`src/rtl/core/vfm_pkg.sv`:
```
package vfm_pkg;

   localparam int unsigned CHUNK_SIZE      = 16;
   localparam int unsigned VERTEX_CAPACITY = 65536;

   localparam int unsigned CoordW = 4;
   localparam int unsigned PosW   = 5;
   localparam int unsigned IdW    = 8;
   localparam int unsigned CntW   = 17;
   localparam int unsigned IdxW   = 16;

   localparam logic [CntW-1:0] CntMax    = {CntW{1'b1}};
   localparam logic [CntW-1:0] CntStep   = CntW'(4);
   localparam logic [CntW-1:0] CapLimit  = CntW'(VERTEX_CAPACITY);
   localparam logic [IdW-1:0]  LiquidRst = IdW'(9);
   localparam logic [IdW-1:0]  IdEmpty   = '0;

   // opcodes
   localparam logic OpTest  = 1'b0;
   localparam logic OpStart = 1'b1;

   // axis codes
   localparam logic [1:0] AxisX = 2'd0;
   localparam logic [1:0] AxisY = 2'd1;
   localparam logic [1:0] AxisZ = 2'd2;

   // record kinds and mesh selects
   localparam logic KindVertex = 1'b0;
   localparam logic KindIndex  = 1'b1;
   localparam logic MeshOpaque = 1'b0;
   localparam logic MeshClear  = 1'b1;

   // ten beats per face: four vertices then six indices
   localparam int unsigned StepW     = 4;
   localparam logic [StepW-1:0] NumVertex = StepW'(4);
   localparam logic [StepW-1:0] LastStep  = StepW'(9);

   localparam int unsigned QueueDepth = 4;
   localparam int unsigned QPtrW      = $clog2(QueueDepth);
   localparam int unsigned QCntW      = $clog2(QueueDepth + 1);

   // quad corner offsets per axis, bit 0 = x, bit 1 = y, bit 2 = z
   localparam logic [2:0] QUAD_CORNER [3][4] = '{
      '{3'b000, 3'b100, 3'b110, 3'b010},
      '{3'b000, 3'b001, 3'b101, 3'b100},
      '{3'b001, 3'b000, 3'b010, 3'b011}
   };

   // corner texture coordinates per axis, bit 1 = u, bit 0 = v
   localparam logic [1:0] CORNER_UV [3][4] = '{
      '{2'b00, 2'b10, 2'b11, 2'b01},
      '{2'b00, 2'b10, 2'b11, 2'b01},
      '{2'b10, 2'b00, 2'b01, 2'b11}
   };

   localparam logic [1:0] TRI_ORDER [6] = '{2'd0, 2'd1, 2'd2, 2'd0, 2'd2, 2'd3};

   // one face handed from classification to emission
   typedef struct packed {
      logic            mesh_select;
      logic            cell_owns;
      logic            overflow;
      logic [1:0]      axis;
      logic [PosW-1:0] pos_x;
      logic [PosW-1:0] pos_y;
      logic [PosW-1:0] pos_z;
      logic [7:0]      layer;
      logic [IdxW-1:0] base_index;
   } face_type;

   typedef struct packed {
      logic            kind;
      logic            mesh_select;
      logic [PosW-1:0] pos_x;
      logic [PosW-1:0] pos_y;
      logic [PosW-1:0] pos_z;
      logic            tex_u;
      logic            tex_v;
      logic [7:0]      layer;
      logic [IdxW-1:0] index_value;
      logic            overflow;
      logic            last;
   } record_type;

endpackage

```
`src/rtl/core/vfm_req_if.sv`:
```
interface vfm_req_if;
   logic       valid;
   logic       ready;
   logic       opcode;
   logic [3:0] cell_x;
   logic [3:0] cell_y;
   logic [3:0] cell_z;
   logic [1:0] axis;
   logic [7:0] cell_id;
   logic [7:0] neighbor_id;
   logic [7:0] cell_layer;
   logic [7:0] neighbor_layer;

   modport source (
      output valid, opcode, cell_x, cell_y, cell_z, axis, cell_id, neighbor_id,
             cell_layer, neighbor_layer,
      input  ready
   );
   modport sink (
      input  valid, opcode, cell_x, cell_y, cell_z, axis, cell_id, neighbor_id,
             cell_layer, neighbor_layer,
      output ready
   );
endinterface

```
`src/rtl/core/vfm_rsp_if.sv`:
```
interface vfm_rsp_if;
   logic        valid;
   logic        ready;
   logic        kind;
   logic        mesh_select;
   logic [4:0]  pos_x;
   logic [4:0]  pos_y;
   logic [4:0]  pos_z;
   logic        tex_u;
   logic        tex_v;
   logic [7:0]  layer;
   logic [15:0] index_value;
   logic        overflow;
   logic        last;

   modport source (
      output valid, kind, mesh_select, pos_x, pos_y, pos_z, tex_u, tex_v, layer,
             index_value, overflow, last,
      input  ready
   );
   modport sink (
      input  valid, kind, mesh_select, pos_x, pos_y, pos_z, tex_u, tex_v, layer,
             index_value, overflow, last,
      output ready
   );
endinterface

```
`src/rtl/core/vfm_csr_if.sv`:
```
interface vfm_csr_if;
   logic       valid;
   logic       ready;
   logic [7:0] liquid_id;

   modport source (output valid, liquid_id, input ready);
   modport sink (input valid, liquid_id, output ready);
endinterface

```
`src/rtl/core/vfm_front.sv`:
```
module vfm_front (
   input  logic              clock,
   input  logic              reset,
   vfm_req_if.sink           req,
   vfm_csr_if.sink           csr,
   input  logic              q_full,
   output logic              q_push,
   output vfm_pkg::face_type q_face
);

   logic [vfm_pkg::IdW-1:0]  liquid_ff;
   logic [vfm_pkg::CntW-1:0] opaque_cnt_ff, opaque_cnt_in;
   logic [vfm_pkg::CntW-1:0] clear_cnt_ff, clear_cnt_in;

   logic                     accept;
   logic                     in_chunk;
   logic                     c_empty, n_empty, c_clear, n_clear;
   logic                     has_face, cell_owns, to_clear;
   logic [vfm_pkg::IdW-1:0]  owner_id;
   logic [vfm_pkg::CntW:0]   cnt_sum;
   logic [vfm_pkg::CntW-1:0] cnt_old, cnt_new, cnt_base;

   assign csr.ready = 1'b1;
   assign req.ready = !q_full;
   assign accept    = req.valid && !q_full;

   always_ff @(posedge clock) begin
      if (reset) begin
         liquid_ff <= vfm_pkg::LiquidRst;
      end else if (csr.valid) begin
         liquid_ff <= csr.liquid_id;
      end
   end

   always_comb begin
      in_chunk = (32'(req.cell_x) < vfm_pkg::CHUNK_SIZE) &&
                 (32'(req.cell_y) < vfm_pkg::CHUNK_SIZE) &&
                 (32'(req.cell_z) < vfm_pkg::CHUNK_SIZE);
      c_empty  = req.cell_id == vfm_pkg::IdEmpty;
      n_empty  = req.neighbor_id == vfm_pkg::IdEmpty;
      c_clear  = c_empty || req.cell_id == liquid_ff;
      n_clear  = n_empty || req.neighbor_id == liquid_ff;
      has_face = req.opcode == vfm_pkg::OpTest && req.axis <= vfm_pkg::AxisZ && in_chunk &&
                 (c_empty != n_empty || c_clear != n_clear);
      // emptiness decides first, transparency second
      cell_owns = (c_empty != n_empty) ? !c_empty : !c_clear;
      owner_id  = cell_owns ? req.cell_id : req.neighbor_id;
      to_clear  = owner_id == liquid_ff && owner_id != vfm_pkg::IdEmpty;

      cnt_old  = to_clear ? clear_cnt_ff : opaque_cnt_ff;
      cnt_sum  = {1'b0, cnt_old} + {1'b0, vfm_pkg::CntStep};
      cnt_new  = (cnt_sum > {1'b0, vfm_pkg::CntMax}) ? vfm_pkg::CntMax
                                                       : cnt_sum[vfm_pkg::CntW-1:0];
      cnt_base = cnt_new - vfm_pkg::CntStep;
   end

   always_comb begin
      opaque_cnt_in = opaque_cnt_ff;
      clear_cnt_in  = clear_cnt_ff;
      if (accept && req.opcode == vfm_pkg::OpStart) begin
         opaque_cnt_in = '0;
         clear_cnt_in  = '0;
      end else if (accept && has_face) begin
         if (to_clear) begin
            clear_cnt_in = cnt_new;
         end else begin
            opaque_cnt_in = cnt_new;
         end
      end
   end

   always_ff @(posedge clock) begin
      if (reset) begin
         opaque_cnt_ff <= '0;
         clear_cnt_ff  <= '0;
      end else begin
         opaque_cnt_ff <= opaque_cnt_in;
         clear_cnt_ff  <= clear_cnt_in;
      end
   end

   always_comb begin
      q_push                = accept && has_face;
      q_face.mesh_select    = to_clear ? vfm_pkg::MeshClear : vfm_pkg::MeshOpaque;
      q_face.cell_owns      = cell_owns;
      q_face.overflow       = cnt_new > vfm_pkg::CapLimit;
      q_face.axis           = req.axis;
      // neighbor sits one step up the axis; the shared face is on its near side
      q_face.pos_x          = {1'b0, req.cell_x} + {4'b0, req.axis == vfm_pkg::AxisX};
      q_face.pos_y          = {1'b0, req.cell_y} + {4'b0, req.axis == vfm_pkg::AxisY};
      q_face.pos_z          = {1'b0, req.cell_z} + {4'b0, req.axis == vfm_pkg::AxisZ};
      q_face.layer          = cell_owns ? req.cell_layer : req.neighbor_layer;
      q_face.base_index     = cnt_base[vfm_pkg::IdxW-1:0];
   end

endmodule

```
`src/rtl/core/vfm_queue.sv`:
```
module vfm_queue (
   input  logic              clock,
   input  logic              reset,
   input  logic              push,
   input  vfm_pkg::face_type push_face,
   input  logic              pop,
   output vfm_pkg::face_type head,
   output logic              full,
   output logic              empty
);

   vfm_pkg::face_type          entry_ff [vfm_pkg::QueueDepth];
   logic [vfm_pkg::QPtrW-1:0]  wr_ptr_ff, wr_ptr_in;
   logic [vfm_pkg::QPtrW-1:0]  rd_ptr_ff, rd_ptr_in;
   logic [vfm_pkg::QCntW-1:0]  count_ff, count_in;

   assign full  = count_ff == vfm_pkg::QCntW'(vfm_pkg::QueueDepth);
   assign empty = count_ff == '0;
   assign head  = entry_ff[rd_ptr_ff];

   always_comb begin
      wr_ptr_in = wr_ptr_ff;
      rd_ptr_in = rd_ptr_ff;
      count_in  = count_ff;
      if (push) begin
         wr_ptr_in = (wr_ptr_ff == vfm_pkg::QPtrW'(vfm_pkg::QueueDepth - 1)) ? '0
                                                                             : wr_ptr_ff + 1'b1;
      end
      if (pop) begin
         rd_ptr_in = (rd_ptr_ff == vfm_pkg::QPtrW'(vfm_pkg::QueueDepth - 1)) ? '0
                                                                             : rd_ptr_ff + 1'b1;
      end
      if (push && !pop) begin
         count_in = count_ff + 1'b1;
      end else if (pop && !push) begin
         count_in = count_ff - 1'b1;
      end
   end

   always_ff @(posedge clock) begin
      if (reset) begin
         wr_ptr_ff <= '0;
         rd_ptr_ff <= '0;
         count_ff  <= '0;
      end else begin
         wr_ptr_ff <= wr_ptr_in;
         rd_ptr_ff <= rd_ptr_in;
         count_ff  <= count_in;
      end
   end

   always_ff @(posedge clock) begin
      if (push) begin
         entry_ff[wr_ptr_ff] <= push_face;
      end
   end

endmodule

```
`src/rtl/core/vfm_back.sv`:
```
module vfm_back (
   input  logic              clock,
   input  logic              reset,
   input  vfm_pkg::face_type q_head,
   input  logic              q_empty,
   output logic              q_pop,
   vfm_rsp_if.source         rsp
);

   logic [vfm_pkg::StepW-1:0] step_ff, step_in;
   logic                      rsp_valid_ff, rsp_valid_in;
   vfm_pkg::record_type       rsp_ff, rsp_in;

   logic                      load;
   logic                      is_vertex;
   logic [1:0]                corner;
   logic [2:0]                tri_k, tri_sel;
   logic [2:0]                qc;
   logic [1:0]                uv;

   assign load  = !q_empty && (!rsp_valid_ff || rsp.ready);
   assign q_pop = load && step_ff == vfm_pkg::LastStep;

   always_comb begin
      is_vertex = step_ff < vfm_pkg::NumVertex;
      corner    = step_ff[1:0];
      tri_k     = 3'(step_ff - vfm_pkg::NumVertex);
      // the neighbor's faces wind the other way
      tri_sel   = q_head.cell_owns ? tri_k : 3'd5 - tri_k;
      qc        = vfm_pkg::QUAD_CORNER[q_head.axis][corner];
      uv        = vfm_pkg::CORNER_UV[q_head.axis][corner];

      rsp_in             = '0;
      rsp_in.mesh_select = q_head.mesh_select;
      rsp_in.overflow    = q_head.overflow;
      if (is_vertex) begin
         rsp_in.kind  = vfm_pkg::KindVertex;
         rsp_in.pos_x = q_head.pos_x + {4'b0, qc[0]};
         rsp_in.pos_y = q_head.pos_y + {4'b0, qc[1]};
         rsp_in.pos_z = q_head.pos_z + {4'b0, qc[2]};
         rsp_in.tex_u = uv[1];
         rsp_in.tex_v = uv[0];
         rsp_in.layer = q_head.layer;
      end else begin
         rsp_in.kind        = vfm_pkg::KindIndex;
         rsp_in.index_value = q_head.base_index + {14'b0, vfm_pkg::TRI_ORDER[tri_sel]};
         rsp_in.last        = step_ff == vfm_pkg::LastStep;
      end
   end

   always_comb begin
      step_in      = step_ff;
      rsp_valid_in = rsp_valid_ff;
      if (load) begin
         rsp_valid_in = 1'b1;
         step_in      = (step_ff == vfm_pkg::LastStep) ? '0 : step_ff + 1'b1;
      end else if (rsp.ready) begin
         rsp_valid_in = 1'b0;
      end
   end

   always_ff @(posedge clock) begin
      if (reset) begin
         step_ff      <= '0;
         rsp_valid_ff <= 1'b0;
      end else begin
         step_ff      <= step_in;
         rsp_valid_ff <= rsp_valid_in;
      end
   end

   always_ff @(posedge clock) begin
      if (load) begin
         rsp_ff <= rsp_in;
      end
   end

   assign rsp.valid       = rsp_valid_ff;
   assign rsp.kind        = rsp_ff.kind;
   assign rsp.mesh_select = rsp_ff.mesh_select;
   assign rsp.pos_x       = rsp_ff.pos_x;
   assign rsp.pos_y       = rsp_ff.pos_y;
   assign rsp.pos_z       = rsp_ff.pos_z;
   assign rsp.tex_u       = rsp_ff.tex_u;
   assign rsp.tex_v       = rsp_ff.tex_v;
   assign rsp.layer       = rsp_ff.layer;
   assign rsp.index_value = rsp_ff.index_value;
   assign rsp.overflow    = rsp_ff.overflow;
   assign rsp.last        = rsp_ff.last;

   a_step_range: assert property (@(posedge clock) disable iff (reset)
      step_ff <= vfm_pkg::LastStep)
      else $error("face step counter out of range");

   a_vertex_clean: assert property (@(posedge clock) disable iff (reset)
      rsp_valid_ff && rsp_ff.kind == vfm_pkg::KindVertex |->
         !rsp_ff.last && rsp_ff.index_value == '0)
      else $error("vertex beat carries index fields");

   a_mid_face: assert property (@(posedge clock) disable iff (reset)
      load && step_ff != vfm_pkg::LastStep |=> step_ff != '0)
      else $error("face sequence restarted before its last beat");

endmodule

```
`src/rtl/core/voxel_face_mesher.sv`:
```
// Voxel face mesher. Each request beat tests one cell against its neighbor one
// step up x, y or z (or, with the start opcode, clears both vertex counters).
// A pair that needs a face yields ten response beats: four vertex records and
// then six triangle indices, the last flagged with last; other requests yield
// nothing. Requests are classified combinationally and a visible face is queued
// (four faces deep) for the emitter, which sends one record per cycle while the
// receiver is ready; new faces are queued while a face is being sent. Culled
// pairs and starts are taken every cycle while the queue has room. The liquid id
// register may be written only while the block is idle; it resets to 9.
module voxel_face_mesher (
   input  logic      clock,
   input  logic      reset,
   vfm_req_if.sink   req_chan,
   vfm_rsp_if.source rsp_chan,
   vfm_csr_if.sink   csr_chan
);

   logic              q_push, q_pop, q_full, q_empty;
   vfm_pkg::face_type q_face, q_head;

   vfm_front u_front (
      .clock  (clock),
      .reset  (reset),
      .req    (req_chan),
      .csr    (csr_chan),
      .q_full (q_full),
      .q_push (q_push),
      .q_face (q_face)
   );

   vfm_queue u_queue (
      .clock     (clock),
      .reset     (reset),
      .push      (q_push),
      .push_face (q_face),
      .pop       (q_pop),
      .head      (q_head),
      .full      (q_full),
      .empty     (q_empty)
   );

   vfm_back u_back (
      .clock   (clock),
      .reset   (reset),
      .q_head  (q_head),
      .q_empty (q_empty),
      .q_pop   (q_pop),
      .rsp     (rsp_chan)
   );

endmodule

```
`src/flat_wrapper.sv`:
```
// flat-port wrapper written by rule: the top's interface ports become plain ports
module voxel_face_mesher_flat 
  (clock, reset, req_chan_valid, req_chan_opcode, req_chan_cell_x, req_chan_cell_y, req_chan_cell_z, req_chan_axis, req_chan_cell_id, req_chan_neighbor_id, req_chan_cell_layer, req_chan_neighbor_layer, req_chan_ready, rsp_chan_valid, rsp_chan_kind, rsp_chan_mesh_select, rsp_chan_pos_x, rsp_chan_pos_y, rsp_chan_pos_z, rsp_chan_tex_u, rsp_chan_tex_v, rsp_chan_layer, rsp_chan_index_value, rsp_chan_overflow, rsp_chan_last, rsp_chan_ready, csr_chan_valid, csr_chan_liquid_id, csr_chan_ready);
  vfm_req_if req_chan_i ();
  vfm_rsp_if rsp_chan_i ();
  vfm_csr_if csr_chan_i ();
  input  logic clock;
  input  logic reset;
  input wire logic [$bits(req_chan_i.valid)-1:0] req_chan_valid;
  input wire logic [$bits(req_chan_i.opcode)-1:0] req_chan_opcode;
  input wire logic [$bits(req_chan_i.cell_x)-1:0] req_chan_cell_x;
  input wire logic [$bits(req_chan_i.cell_y)-1:0] req_chan_cell_y;
  input wire logic [$bits(req_chan_i.cell_z)-1:0] req_chan_cell_z;
  input wire logic [$bits(req_chan_i.axis)-1:0] req_chan_axis;
  input wire logic [$bits(req_chan_i.cell_id)-1:0] req_chan_cell_id;
  input wire logic [$bits(req_chan_i.neighbor_id)-1:0] req_chan_neighbor_id;
  input wire logic [$bits(req_chan_i.cell_layer)-1:0] req_chan_cell_layer;
  input wire logic [$bits(req_chan_i.neighbor_layer)-1:0] req_chan_neighbor_layer;
  output wire logic [$bits(req_chan_i.ready)-1:0] req_chan_ready;
  output wire logic [$bits(rsp_chan_i.valid)-1:0] rsp_chan_valid;
  output wire logic [$bits(rsp_chan_i.kind)-1:0] rsp_chan_kind;
  output wire logic [$bits(rsp_chan_i.mesh_select)-1:0] rsp_chan_mesh_select;
  output wire logic [$bits(rsp_chan_i.pos_x)-1:0] rsp_chan_pos_x;
  output wire logic [$bits(rsp_chan_i.pos_y)-1:0] rsp_chan_pos_y;
  output wire logic [$bits(rsp_chan_i.pos_z)-1:0] rsp_chan_pos_z;
  output wire logic [$bits(rsp_chan_i.tex_u)-1:0] rsp_chan_tex_u;
  output wire logic [$bits(rsp_chan_i.tex_v)-1:0] rsp_chan_tex_v;
  output wire logic [$bits(rsp_chan_i.layer)-1:0] rsp_chan_layer;
  output wire logic [$bits(rsp_chan_i.index_value)-1:0] rsp_chan_index_value;
  output wire logic [$bits(rsp_chan_i.overflow)-1:0] rsp_chan_overflow;
  output wire logic [$bits(rsp_chan_i.last)-1:0] rsp_chan_last;
  input wire logic [$bits(rsp_chan_i.ready)-1:0] rsp_chan_ready;
  input wire logic [$bits(csr_chan_i.valid)-1:0] csr_chan_valid;
  input wire logic [$bits(csr_chan_i.liquid_id)-1:0] csr_chan_liquid_id;
  output wire logic [$bits(csr_chan_i.ready)-1:0] csr_chan_ready;
  assign req_chan_i.valid = req_chan_valid;
  assign req_chan_i.opcode = req_chan_opcode;
  assign req_chan_i.cell_x = req_chan_cell_x;
  assign req_chan_i.cell_y = req_chan_cell_y;
  assign req_chan_i.cell_z = req_chan_cell_z;
  assign req_chan_i.axis = req_chan_axis;
  assign req_chan_i.cell_id = req_chan_cell_id;
  assign req_chan_i.neighbor_id = req_chan_neighbor_id;
  assign req_chan_i.cell_layer = req_chan_cell_layer;
  assign req_chan_i.neighbor_layer = req_chan_neighbor_layer;
  assign req_chan_ready = req_chan_i.ready;
  assign rsp_chan_valid = rsp_chan_i.valid;
  assign rsp_chan_kind = rsp_chan_i.kind;
  assign rsp_chan_mesh_select = rsp_chan_i.mesh_select;
  assign rsp_chan_pos_x = rsp_chan_i.pos_x;
  assign rsp_chan_pos_y = rsp_chan_i.pos_y;
  assign rsp_chan_pos_z = rsp_chan_i.pos_z;
  assign rsp_chan_tex_u = rsp_chan_i.tex_u;
  assign rsp_chan_tex_v = rsp_chan_i.tex_v;
  assign rsp_chan_layer = rsp_chan_i.layer;
  assign rsp_chan_index_value = rsp_chan_i.index_value;
  assign rsp_chan_overflow = rsp_chan_i.overflow;
  assign rsp_chan_last = rsp_chan_i.last;
  assign rsp_chan_i.ready = rsp_chan_ready;
  assign csr_chan_i.valid = csr_chan_valid;
  assign csr_chan_i.liquid_id = csr_chan_liquid_id;
  assign csr_chan_ready = csr_chan_i.ready;
  voxel_face_mesher u_core (.clock(clock), .reset(reset), .req_chan(req_chan_i), .rsp_chan(rsp_chan_i), .csr_chan(csr_chan_i));
endmodule
```
`config.mk`:
```
export PLATFORM = sky130hd
export DESIGN_NAME = voxel_face_mesher_flat
export DESIGN_NICKNAME = d
export VERILOG_FILES = /design/src/rtl/core/vfm_pkg.sv /design/src/rtl/core/vfm_req_if.sv /design/src/rtl/core/vfm_rsp_if.sv /design/src/rtl/core/vfm_csr_if.sv /design/src/rtl/core/vfm_front.sv /design/src/rtl/core/vfm_queue.sv /design/src/rtl/core/vfm_back.sv /design/src/rtl/core/voxel_face_mesher.sv /design/src/flat_wrapper.sv
export SDC_FILE = /design/constraint.sdc
export NUM_CORES = 1
export LEC_CHECK = 0
export ABC_AREA = 1
export BUFFER_PORTS_ARGS = -buffer_cell sky130_fd_sc_hd__buf_2
export CORE_ASPECT_RATIO = 0.8
export CORE_MARGIN = 2
export CORE_UTILIZATION = 40
export DETAILED_ROUTE_END_ITERATION = 10
export PLACE_DENSITY_LB_ADDON = 0.05
export SETUP_SLACK_MARGIN = 0.1
export SLEW_MARGIN = 10
export SYNTH_ARGS = -nofsm -noshare
export SYNTH_HDL_FRONTEND = slang
export SYNTH_SLANG_ARGS = --single-unit
export TNS_END_PERCENT = 10
```
`constraint.sdc`:
```
create_clock -name clock -period 6.5 [get_ports clock]
set_clock_uncertainty 0.05 [all_clocks]
set_input_delay 1.3 -clock clock [delete_from_list [all_inputs] [get_ports clock]]
set_output_delay 1.3 -clock clock [all_outputs]
set_load 0.05 [all_outputs]
```
==> implementation parameters <==
Parameter                              Value

Synth
  Most used flip-flop cell after synthesis ... sky130_fd_sc_hd__edfxtp_1
  Post-synthesis instance area ... 0.0135 mm²
  Xor and xnor fraction of the mapped netlist area ... 0.0195
  EDFF count, synth ... around 220
  Fraction of post-synthesis cell area in the top cell type by area ... 0.492
  Synth top area cells ... sky130_fd_sc_hd__edfxtp_1 49%, sky130_fd_sc_hd__dfxtp_1 8.3%, sky130_fd_sc_hd__nand2_1 7.1%, sky130_fd_sc_hd__o21ai_0 4.3%, sky130_fd_sc_hd__inv_1 4.2%
  Dominant combinational cell family by area after synthesis ... simple AND/OR/NAND/NOR gates
  Mean Syn Cell Area ... 9.61 µm²
  Register bit total from synthesis ... 277
  Post-synthesis mux area share ... 0.00668
  Yosys warnings ... 0
  Distinct cell type count of the synthesized netlist ... 51
  Synthesized-area fraction occupied by and/or/nand/nor cells ... 0.190
  Async set or reset register ratio after synthesis ... 0
  Library cell occupying the most area in the post-synthesis netlist ... sky130_fd_sc_hd__edfxtp_1
  Compound-gate portion of the synthesized area ... 0.114
  Post-synthesis share of cell area spent on full adders, half adders and majority gates ... 0.0262
  Post-synthesis sequential area ratio ... 0.575
  Cell count after synthesis ... 1403
  Synthesized net count ... 1490

Clocking
  Number of buffers added for setup after CTS ... 0
  Number of buffers added by the clock tree synthesis step ... 30
  CTS root buffer ... sky130_fd_sc_hd__clkbuf_16
  Hold-fix buffer count after cts ... 0
  H-Tree Level Count ... 1
  Insertion delay to the later sink of the worst-skew pair ... roughly 0.57 ns
  Number of clock sinks seen by CTS ... 277
  TritonCTS clock tree ... built
  Number of gates resized after cts ... 0
  Clock-pin slew on the worst setup and hold paths ... around 0.060 ns
  Maximum count of clock buffers along a single path ... 3

Global routing
  Antenna violations before repair ... 0
  Pin count of the biggest net entering global routing ... 77
  Wire length of the first global-routing pass ... 53300 µm
  Vias in the first global route ... 9410
  Gr ovfl total ... 0
  Tot GR Track Use ... 0.193

Critical path
  Worst setup slack for register-to-register paths ... 1.70 ns
  End of the worst register-to-register path ... u_core.u_queue.entry_ff[3][12]
  Critical path capture point ... u_core.u_queue.entry_ff[3][12]
  Cell type of the slowest stage on the worst timing path ... sky130_fd_sc_hd__o21ai_1
  Biggest cell delay along the critical path ... approximately 0.40 ns
  Worst Reg-to-Reg Cells ... 23
  Worst setup path category ... primary input to register
  Arrival time of the worst setup path ... approximately 5.5 ns
  Kind of start point of the critical path ... primary input
  Required arrival time at the worst endpoint ... a little under 7 ns
  Crit path max fanout ... 25
  Crit Reg-Reg Startpoint ... u_core.u_front.liquid_ff[2]
  Ordered list of cells on the worst path ... buf_2 > inv_1 > nand4_1 > or2_4 > nand2_4 > nand2_4 > nand2_1 > nand3_1 > nand2_1 > nand2_1 > nor2_4 > nand3_4 > buf_4 > o21ai_1 > nor2_2 > nand2_2 > nor2_1 > nor2_1 > ha_1 > nand4_2 > nor2_1 > nand2_2 > xor2_1
  Critical path origin ... req_chan_cell_id[6]
  Kind of end point of the critical path ... register

Pwr
  Maximum resistive drop on vdd ... 0.000184 V
  Power Density ... 236 mW/mm²
  Total Power Consumption ... 0.00362 W
  Static power due to leakage ... 6.41 nW

Detailed routing
  Via count ... 9751
  Topmost layer with routed signal wires ... met4
  Metal3 WL ... around 1400 µm
  Wire length the detailed router placed on met1 ... 16700 µm
  First-pass DRT Iterations ... 5
  Routed length per instance ... 17.1 µm
  Wire length on met2 ... 15100 µm
  DRC ... 0
  ANT nets after route ... 0
  Total Routed Length ... 33600 µm
  Initial DRC Count ... 617
  Via density ... 4.97

STA
  Worst hold slack ... 0.455 ns
  Peak clock frequency supported by timing ... 191 MHz
  Fraction of the cycle the final worst path needs ... 0.804
  TNS Setup ... 0 ns
  Final critical path time including I/O delays and setup ... 5.23 ns
  Final-report max-slew violation count ... 0
  Number of setup violations in the final report ... 0
  Worst Max-Slew Pin Slew ... about 1.0 ns
  Slack of the critical path ... roughly 1.3 ns
  Slew headroom ... 0.301
  RSZ-0062 raised after global routing ... no
  Count of endpoints failing hold in the final timing report ... 0

Min path
  Hold Crit Class ... register to register

Finish
  Area delta synth->final ... 14.0%
  Nets ... 1590
  Antenna diode count ... 0
  Layout cells sized above 1 ... 0.183
  Post-route standard cell area excluding fillers ... 0.0154 mm²
  Total of fill cells in the finished design ... 3200

Die
  Die ar. ... approximately 0.035 mm²
  Initial standard-cell utilization of the core ... 0.404
  Number of core rows ... 60
  Core area ... 0.0334 mm²
  Die width ... 209 µm
  Ports ... roughly 110
  DIE HEIGHT ... 168 µm

Outcome
  Result of the run ... completed

Placed design
  Pre-CTS worst setup slack ... 0.692 ns
  Detail Placement HPWL ... 22300 µm
  Count of buffers inserted at the top-level ports ... 106
  Placed Instance Area ... roughly 0.014 mm²
  Weighted congestion reported at the end of routability-driven placement ... 0.863

Job
  Number of maximum-capacitance violations ... 0
[cell families after synthesis]
group	Yosys count
AO/OA/AOI/OAI	272
buffers and inverters	227
other	1
AND/OR/NAND/NOR	561
XOR/XNOR	30
adder cells (fa/ha/maj)	27
flip-flops	277
multiplexers	8
[state kept, by name, summed over array words and instances (netlist names), 2 cells and up, named ones only]
name	flops
u_core.u_front.opaque_cnt_ff	17
u_core.u_back.rsp.pos_z	5
u_core.u_front.liquid_ff	8
u_core.u_back.rsp.pos_y	5
u_core.u_queue.wr_ptr_ff	2
u_core.u_front.clear_cnt_ff	17
u_core.u_back.rsp.layer	8
u_core.u_back.rsp.index_value	16
u_core.u_back.rsp.pos_x	5
u_core.u_queue.rd_ptr_ff	2
u_core.u_back.step_ff	4
u_core.u_queue.entry_ff	176
u_core.u_queue.count_ff	3
[metal layers]
layer | vias up | track usage
met5 | - | 0
met4 | 0 | 0.0304
met3 | 30 | 0.0287
met2 | 194 | 0.311
met1 | 4584 | 0.281
li1 | 4943 | -
[critical path, delay by kind of cell]
family                     cells  cell delay [ns]
AOI/OAI and AO/OA              1             0.40
xor gates and xnor gates       1             0.29
adders and majority gates      1             0.29
buffers and inverters          3             0.44
and+or+nand+nor               17             2.78
[power breakdown]
part | internal [W] | switching [W] | total, W
logic | 0.0000479 | 0.0000953 | 0.000143
registers | 0.00191 | 0.00000810 | 0.00192
clock network | 0.000849 | 0.000712 | 0.00156
total | 0.00281 | 0.000815 | 0.00362
[cell usage after synthesis, types with 6 or more instances]
cell and n:
sky130_fd_sc_hd__or2_2 6, sky130_fd_sc_hd__ha_1 25, sky130_fd_sc_hd__nand2_1 256, sky130_fd_sc_hd__o22ai_1 15, sky130_fd_sc_hd__nor2_1 152, sky130_fd_sc_hd__o21bai_1 9
sky130_fd_sc_hd__o21ai_0 115, sky130_fd_sc_hd__nand3_1 57, sky130_fd_sc_hd__xnor2_1 15, sky130_fd_sc_hd__nor2_2 11, sky130_fd_sc_hd__dfxtp_1 56, sky130_fd_sc_hd__nor2_4 8
sky130_fd_sc_hd__a32o_1 10, sky130_fd_sc_hd__inv_2 21, sky130_fd_sc_hd__xor2_1 15, sky130_fd_sc_hd__inv_1 152, sky130_fd_sc_hd__o21ai_1 12, sky130_fd_sc_hd__nand4_1 13
sky130_fd_sc_hd__a21oi_1 84, sky130_fd_sc_hd__clkbuf_1 37, sky130_fd_sc_hd__nand3_2 8, sky130_fd_sc_hd__nand2_2 27, sky130_fd_sc_hd__edfxtp_1 221, sky130_fd_sc_hd__a32oi_1 11
sky130_fd_sc_hd__nor3_1 7, sky130_fd_sc_hd__mux2_2 8
[final cells by class]
class | count | area, µm² | area share
inverters | 174 | 653 | 0.0425
multi-input cells | 899 | 4860 | 0.316
clock inverters | 23 | 144 | 0.00937
repair buffers | 121 | 643 | 0.0419
well taps | 434 | 543 | 0.0354
clock buffers | 33 | 762 | 0.0496
flip-flops and latches | 277 | 7760 | 0.505
[through the flow]
stage               utilization  cells
floorplan                     -   1403
global placement          0.433   1905
detailed placement        0.433   1905
CTS                       0.460   1961
global route              0.460   1961
finish                    0.460   1961
[placed cells by master (no fill, tap or decap), types with 23 or more instances in the layout]
cell type                     n
sky130_fd_sc_hd__a21oi_1     84
sky130_fd_sc_hd__buf_2      106
sky130_fd_sc_hd__clkbuf_16   30
sky130_fd_sc_hd__dfxtp_1     55
sky130_fd_sc_hd__edfxtp_1   221
sky130_fd_sc_hd__ha_1        25
sky130_fd_sc_hd__inv_1      150
sky130_fd_sc_hd__inv_2       23
sky130_fd_sc_hd__nand2_1    256
sky130_fd_sc_hd__nand2_2     27
sky130_fd_sc_hd__nand3_1     57
sky130_fd_sc_hd__nor2_1     148
sky130_fd_sc_hd__o21ai_0    115
[how the worst min path moves through the flow]
stage,end,startpoint,cells past startpoint
CTS,u_core.u_front.clear_cnt_ff[15],u_core.u_front.clear_cnt_ff[15],2
global route,u_core.u_front.opaque_cnt_ff[2],u_core.u_front.opaque_cnt_ff[2],2
floorplan,u_core.u_queue.count_ff[2],u_core.u_queue.count_ff[2],2
detailed placement,u_core.u_front.clear_cnt_ff[15],u_core.u_front.clear_cnt_ff[15],2
global placement,u_core.u_front.clear_cnt_ff[15],u_core.u_front.clear_cnt_ff[15],2
finish,u_core.u_front.clear_cnt_ff[15],u_core.u_front.clear_cnt_ff[15],2
Power figures use the tool's default switching activity.
